$ cat config.mk
export PLATFORM = sky130hd
export DESIGN_NAME = opra_ctrl
export DESIGN_NICKNAME = d
export VERILOG_FILES = /design/src/rtl/core/opra_pkg.sv /design/src/rtl/core/opra_ctrl.sv
export SDC_FILE = /design/constraint.sdc
export NUM_CORES = 1
export LEC_CHECK = 0
export ABC_AREA = 0
export ABC_CLOCK_PERIOD_IN_PS = 3700
export BUFFER_PORTS_ARGS = -buffer_cell sky130_fd_sc_hd__buf_2
export CORE_AREA = 4 4 126 128
export DETAILED_ROUTE_END_ITERATION = 6
export DIE_AREA = 0 0 130 132
export GPL_ROUTABILITY_DRIVEN = 0
export GPL_TIMING_DRIVEN = 0
export PLACE_DENSITY_LB_ADDON = 0.3
export SYNTH_ARGS = -nofsm -noshare
export SYNTH_HDL_FRONTEND = slang
export SYNTH_SLANG_ARGS = --single-unit
$ cat constraint.sdc
create_clock -name clk_i -period 3.7 [get_ports clk_i]
set_input_delay 0.74 -clock clk_i [delete_from_list [all_inputs] [get_ports clk_i]]
set_output_delay 0.74 -clock clk_i [all_outputs]
set_load 0.1 [all_outputs]
$ cat src/rtl/core/opra_pkg.sv
// ----------------------------------------------------------------------------
// opra_pkg: shared types and constants for the energy accounting block
// Widths, opcodes, row kinds, controller states and command structs.
// ----------------------------------------------------------------------------
package opra_pkg;

  localparam int unsigned NumCpus   = 4;
  localparam int unsigned NumPoints = 16;
  localparam int unsigned TimeW     = 64;
  localparam int unsigned CpuW      = 2;
  localparam int unsigned PtW       = 4;
  localparam int unsigned CntW      = 5;
  localparam int unsigned DivW      = 64;
  localparam int unsigned DivCntW   = 7;

  localparam logic [31:0] RawDivReset = 32'd6000;
  localparam logic [CntW-1:0] PointsReset = 5'd16;
  localparam logic [6:0] PctScale = 7'd100;

  typedef enum logic [2:0] {
    OpLoad   = 3'd0,
    OpSample = 3'd1,
    OpCommit = 3'd2,
    OpClear  = 3'd3,
    OpReport = 3'd4
  } opcode_e;

  typedef enum logic [1:0] {
    KindCpu   = 2'd0,
    KindPoint = 2'd1,
    KindTotal = 2'd2
  } row_kind_e;

  typedef enum logic {
    CfgPoints = 1'b0,
    CfgRawDiv = 1'b1
  } cfg_idx_e;

  typedef enum logic [3:0] {
    StIdle,
    StSearch,
    StCpuRow,
    StPtMul,
    StPtMulHi,
    StPtDivCost,
    StPtDivRaw,
    StPtDivPct,
    StPtRow,
    StTotRow,
    StClrWait
  } state_e;

  typedef struct packed {
    logic [2:0]       opcode;
    logic [CpuW-1:0]  cpu_id;
    logic [63:0]      idle_us;
    logic [63:0]      wall_us;
    logic [63:0]      now_us;
    logic [31:0]      target_freq;
    logic [PtW-1:0]   point_index;
    logic [31:0]      point_freq;
    logic [31:0]      point_power;
  } in_item_t;

  typedef struct packed {
    logic [1:0]  row_kind;
    logic [3:0]  row_index;
    logic [31:0] power_level;
    logic [63:0] active_time;
    logic [63:0] point_wall_time;
    logic [63:0] power_cost;
    logic [63:0] raw_power;
    logic [31:0] busy_percent;
    logic        last;
  } out_item_t;

  typedef enum logic [1:0] {
    DivSelCost = 2'd0,
    DivSelRaw  = 2'd1,
    DivSelPct  = 2'd2
  } div_sel_e;

  typedef enum logic [1:0] {
    RowCpu   = 2'd0,
    RowPoint = 2'd1,
    RowTotal = 2'd2
  } row_sel_e;

  typedef struct packed {
    logic             latch_in;
    logic             do_load;
    logic             do_sample;
    logic             do_commit;
    logic             do_clear;
    logic             search_start;
    logic             search_step;
    logic             set_point;
    logic             mul_start;
    logic             div_start;
    div_sel_e         div_sel;
    logic             sum_clear;
    logic             build_row;
    row_sel_e         row_sel;
    logic [PtW-1:0]   idx;
  } ctl_t;

  typedef struct packed {
    in_item_t         item;
    logic [CntW-1:0]  used;
    logic             search_hit;
    logic             div_busy;
    logic             mul_done;
  } sts_t;

endpackage

$ cat src/rtl/core/opra_ctrl.sv
// ----------------------------------------------------------------------------
// opra_ctrl: operation sequencer
// Accepts one beat, steps the datapath, hands report rows to the output.
// ----------------------------------------------------------------------------
module opra_ctrl import opra_pkg::*; (
  input  logic  clk_i,
  input  logic  rst_ni,
  input  logic  in_valid_i,
  output logic  in_ready_o,
  output logic  out_valid_o,
  input  logic  out_ready_i,
  input  sts_t  sts_i,
  output ctl_t  ctl_o
);
  state_e         st_q, st_d;
  logic [PtW:0]   idx_q, idx_d;
  logic           ov_q, ov_d;
  logic           dwait_q, dwait_d;

  always_ff @(posedge clk_i or negedge rst_ni) begin
    if (!rst_ni) begin
      st_q <= StIdle; idx_q <= '0; ov_q <= 1'b0; dwait_q <= 1'b0;
    end else begin
      st_q <= st_d; idx_q <= idx_d; ov_q <= ov_d; dwait_q <= dwait_d;
    end
  end

  always_comb begin
    st_d = st_q; idx_d = idx_q; ov_d = ov_q; dwait_d = dwait_q;
    ctl_o = '0;
    ctl_o.idx = idx_q[PtW-1:0];
    ctl_o.div_sel = DivSelCost;
    ctl_o.row_sel = RowCpu;
    in_ready_o = 1'b0;
    if (ov_q && out_ready_i) ov_d = 1'b0;
    case (st_q)
      StIdle: begin
        in_ready_o = !ov_q;
        if (in_valid_i && !ov_q) begin
          ctl_o.latch_in = 1'b1;
          st_d = StClrWait;
        end
      end
      StClrWait: begin
        // decode the latched beat
        idx_d = '0;
        st_d = StIdle;
        case (sts_i.item.opcode)
          OpLoad:   ctl_o.do_load = 1'b1;
          OpSample: ctl_o.do_sample = 1'b1;
          OpCommit: begin
            ctl_o.do_commit = 1'b1; ctl_o.search_start = 1'b1; st_d = StSearch;
          end
          OpClear: begin
            ctl_o.do_clear = 1'b1; ctl_o.search_start = 1'b1; st_d = StSearch;
          end
          OpReport: begin
            ctl_o.sum_clear = 1'b1; st_d = StCpuRow;
          end
          default: st_d = StIdle;
        endcase
      end
      StSearch: begin
        if (idx_q < sts_i.used && !sts_i.search_hit) begin
          ctl_o.search_step = 1'b1;
          idx_d = idx_q + 1'b1;
        end else begin
          ctl_o.set_point = 1'b1;
          st_d = StIdle;
        end
      end
      StCpuRow: begin
        if (!ov_d) begin
          ctl_o.build_row = 1'b1; ctl_o.row_sel = RowCpu;
          ov_d = 1'b1;
          if (idx_q == (PtW+1)'(NumCpus - 1)) begin
            idx_d = '0; st_d = StPtMul;
          end else idx_d = idx_q + 1'b1;
        end
      end
      StPtMul: begin
        ctl_o.mul_start = 1'b1;
        st_d = StPtMulHi;
        dwait_d = 1'b0;
      end
      StPtMulHi: begin
        // high half of the product folds in this cycle
        if (sts_i.mul_done) st_d = StPtDivCost;
      end
      StPtDivCost, StPtDivRaw, StPtDivPct: begin
        ctl_o.div_sel = (st_q == StPtDivCost) ? DivSelCost :
                        (st_q == StPtDivRaw) ? DivSelRaw : DivSelPct;
        if (!dwait_q) begin
          ctl_o.div_start = 1'b1; dwait_d = 1'b1;
        end else if (!sts_i.div_busy) begin
          dwait_d = 1'b0;
          st_d = (st_q == StPtDivCost) ? StPtDivRaw :
                 (st_q == StPtDivRaw) ? StPtDivPct : StPtRow;
        end
      end
      StPtRow: begin
        if (!ov_d) begin
          ctl_o.build_row = 1'b1; ctl_o.row_sel = RowPoint;
          ov_d = 1'b1;
          if (idx_q + 1'b1 >= sts_i.used) st_d = StTotRow;
          else begin
            idx_d = idx_q + 1'b1; st_d = StPtMul;
          end
        end
      end
      StTotRow: begin
        if (!ov_d) begin
          ctl_o.build_row = 1'b1; ctl_o.row_sel = RowTotal;
          ov_d = 1'b1; st_d = StIdle;
        end
      end
      default: st_d = StIdle;
    endcase
  end

  assign out_valid_o = ov_q;
endmodule

==> impl_metrics.csv <==
group,metric,value,unit
status,run_status,"completed",
power_and_ir_drop,p_per_area,797,mW/mm^2
logic_synthesis,syn_area_per_cell,8.46,sq um
flow_run,drv.max_cap_violation_count,0,
power_and_ir_drop,vdd_ir_drop_max,0.429,mV
global_routing,antenna_found_initial,0,
placed_design,place_hpwl,3.57,mm
logic_synthesis,synth-simple-area-share,29.0,%
clock_tree,post_cts_resized,0,
power_and_ir_drop,power.leakage,0.844,nW
finish,utilization,12.2,%
detailed_routing,dr_total_vias,1250,
sta,whs,0.377,ns
finish,layout-drive-gt1-share,33.2,%
detailed_routing,initialDrtViolationCount,70,
sta,period_share,85.9,%
global_routing,overflow,0,
finish,multi_input_logic_area,931,sq um
detailed_routing,first_pass_iters,6,
clock_tree,tritoncts,"yes",
floorplan,die_area,0.0172,sq mm
placed_design,placed_cell_area,0.00174,sq mm
logic_synthesis,synth_cell_types,47,
logic_synthesis,synth_compound_gate_area_share,18.7,%
logic_synthesis,synth_xor_area_share,2.71,%
critical_path,worstSetupStartpointType,"primary input",
finish,area.growth.synth_to_final,40.3,%
logic_synthesis,seq_area_frac_synth,21.3,%
detailed_routing,drcViolationCount,0,
critical_path,cp_cell_sequence,"buf_2, inv_1, ha_1, nor2b_1, o211a_1, o21ai_0, and3_1, buf_2",
logic_synthesis,most_frequent_cell_after_synthesis,"sky130_fd_sc_hd__nor2_1",
critical_path,crit_path_max_fanout,2,
finish,fillCellCount,1762,
logic_synthesis,async_flop_share,100,%
critical_path,worstPathRequired,2.96,ns
logic_synthesis,synthTopCellsByCount,"sky130_fd_sc_hd__nor2_1 (17), sky130_fd_sc_hd__dfrtp_1 (11), sky130_fd_sc_hd__ha_1 (11), sky130_fd_sc_hd__nand2_1 (9), sky130_fd_sc_hd__inv_1 (8)",
global_routing,vias_in_the_first_global_route,1265,
sta,timing.clock.skew,0.00139,ns
logic_synthesis,synth_warnings,0,
logic_synthesis,synthesis.area,0.00129,sq mm
sta,achievable-frequency,315,MHz
logic_synthesis,cell_accounting_for_the_most_synthesized_area,"sky130_fd_sc_hd__dfrtp_1",
floorplan,floorplan.initialDensity,8.71,%
floorplan,die-width,130,microns
sta,max-slew-margin-rel,63.7,%
floorplan,count_of_standard_cell_rows,45,
placed_design,place.port_buffers,36,
sta,final_hold_viol_count,0,
sta,final_slew_viol_count,0,
floorplan,count_of_pins_on_the_block_boundary,331,
critical_path,worstPathArrival,2.44,ns
logic_synthesis,yosys_most_used_dff,"sky130_fd_sc_hd__dfrtp_1",
critical_path,r2r_setup_slack,0.97,ns
global_routing,grt_start_max_net_pins,12,
sta,minimum_clock_period_after_layout,3.18,ns
placed_design,worst_case_setup_slack_after_placement,0.479,ns
detailed_routing,wire_per_inst,10.8,microns
logic_synthesis,syn_nets,473,
critical_path,cp-end-kind,"primary output",
critical_path,slowest_delay,0.44,ns
finish,stdcell_area,0.00182,sq mm
critical_path,critPathSlowestCell,"sky130_fd_sc_hd__buf_2",
finish,num_antenna_cells,0,
clock_tree,max-clock-path-buffers,2,
sta,setup_repair_after_global_routing_missed_its_margin,"no",
detailed_routing,drt-total-wl,4.11,mm
worst_hold_path,holdCritPathClass,"primary input to async pin",
clock_tree,post_cts.repair.setup_buffers,0,
logic_synthesis,synth.top_cell.area_share,21.3,%
critical_path,worstSetupPathType,"primary input to primary output",
clock_tree,root_driver,"sky130_fd_sc_hd__clkbuf_16",
logic_synthesis,post_synth_edffs,0,
sta,setup_slack,0.523,ns
clock_tree,clkTransAtPathRegs,0.04,ns
floorplan,floorplan.core_area,0.0149,sq mm
logic_synthesis,synth_top_family_by_area,"simple AND/OR/NAND/NOR gates",
global_routing,track_usage,4.93,%
detailed_routing,avgViaCountPerCell,3.28,
logic_synthesis,synthMuxAreaShare,8.70,%
finish,design.final.nets,514,
clock_tree,insertion_delay,0.24,ns
logic_synthesis,postSynthRegisterBits,11,
clock_tree,cts.sinks,11,
logic_synthesis,synth-adder-area-share,10.6,%
clock_tree,htree_levels,1,
floorplan,die_h,132,microns
global_routing,grt_pass1_wl,6.88,mm
logic_synthesis,synthCells,153,
logic_synthesis,synth.top_cells.by_area,"sky130_fd_sc_hd__dfrtp_1 (21%), sky130_fd_sc_hd__ha_1 (11%), sky130_fd_sc_hd__mux2_4 (7.0%)",
detailed_routing,remaining_number_of_nets_flagged_by_the_antenna_check_after_routing,0,
critical_path,path_common_cell,"sky130_fd_sc_hd__buf_2",
clock_tree,number_of_buffers_created_by_cts,3,
sta,worst_slew_pin_slew,0.543,ns
finish,final-seq-area,275,sq um
sta,finalSetupViolations,0,
clock_tree,quantity_of_hold_fixing_buffers_added_after_cts,0,
## stage by stage
stage / TNS, ns / power (mW) / cells
2_1_floorplan: -0.190 / 1.07 / 153
3_3_place_gp: 0 / 1.26 / 377
3_5_place_dp: 0 / 1.26 / 377
4_1_cts: 0 / 1.47 / 381
5_1_grt: 0 / 1.54 / 381
6_report: 0 / 1.45 / 381
## cells in the final DEF (no fill, tap or decap), types with 5 or more instances in the layout
master / Yosys / layout
sky130_fd_sc_hd__buf_2: 0 / 36
sky130_fd_sc_hd__a21oi_1: 6 / 6
sky130_fd_sc_hd__mux2_4: 6 / 6
sky130_fd_sc_hd__nand2_1: 9 / 9
sky130_fd_sc_hd__nor2_1: 17 / 17
sky130_fd_sc_hd__buf_4: 5 / 5
sky130_fd_sc_hd__nand2b_1: 6 / 6
sky130_fd_sc_hd__dfrtp_1: 11 / 11
sky130_fd_sc_hd__clkbuf_1: 4 / 5
sky130_fd_sc_hd__nand3_1: 6 / 6
sky130_fd_sc_hd__nor2b_1: 7 / 6
sky130_fd_sc_hd__inv_1: 8 / 8
sky130_fd_sc_hd__ha_1: 11 / 11
sky130_fd_sc_hd__o21ai_0: 5 / 5
## registers in the layout, indices dropped and copies added (netlist names)
name / count
st_q: 4
idx_q: 5
out_valid_o: 1
dwait_q: 1
## cells by family after synthesis
kind of cell	count (synthesis)
flops	11
buf+inv	20
simple gates	66
compound gates	33
fa+ha+maj	11
xor+xnor	4
mux	8
## final timing paths
path / endpoint / start / depth (start not counted)
worst max register to register: idx_q[0]$_DFFE_PN0P_ / idx_q[0]$_DFFE_PN0P_ / 9
max in group asynchronous: dwait_q$_DFFE_PN0P_ / rst_ni / 1
worst max-delay path: ctl_o[13] / sts_i[4] / 8
worst min register to register: dwait_q$_DFFE_PN0P_ / dwait_q$_DFFE_PN0P_ / 1
min in group clk_i: dwait_q$_DFFE_PN0P_ / dwait_q$_DFFE_PN0P_ / 1
worst min-delay path: idx_q[0]$_DFFE_PN0P_ / rst_ni / 1
## critical path, delay by kind of cell
family	cells	cell delay, ns
AOI/OAI and AO/OA	2	0.50
adders and majority gates	1	0.27
buffers and inverters	3	0.57
and+or+nand+nor	2	0.36
## cell type report
type | instances | area share (%)
tap | 188 | 12.9
buffer | 12 | 4.75
clock buffer | 4 | 4.34
multi-input combinational | 122 | 51.2
timing repair buffer | 36 | 9.92
sequential | 11 | 15.2
inverter | 8 | 1.65
## metal layers
layer	global-route usage (%)	wire length, microns
met4	1.73	67
met1	6.45	1920
met2	8.34	2020
met5	0	0
met3	0.486	104
## power breakdown
part | total (mW) | switching [mW] | internal [mW]
Clock | 0.199 | 0.0539 | 0.145
Sequential | 0.209 | 0.0493 | 0.160
Combinational | 1.04 | 0.710 | 0.331
Total | 1.45 | 0.813 | 0.636
(Power assumes the default switching activity.)
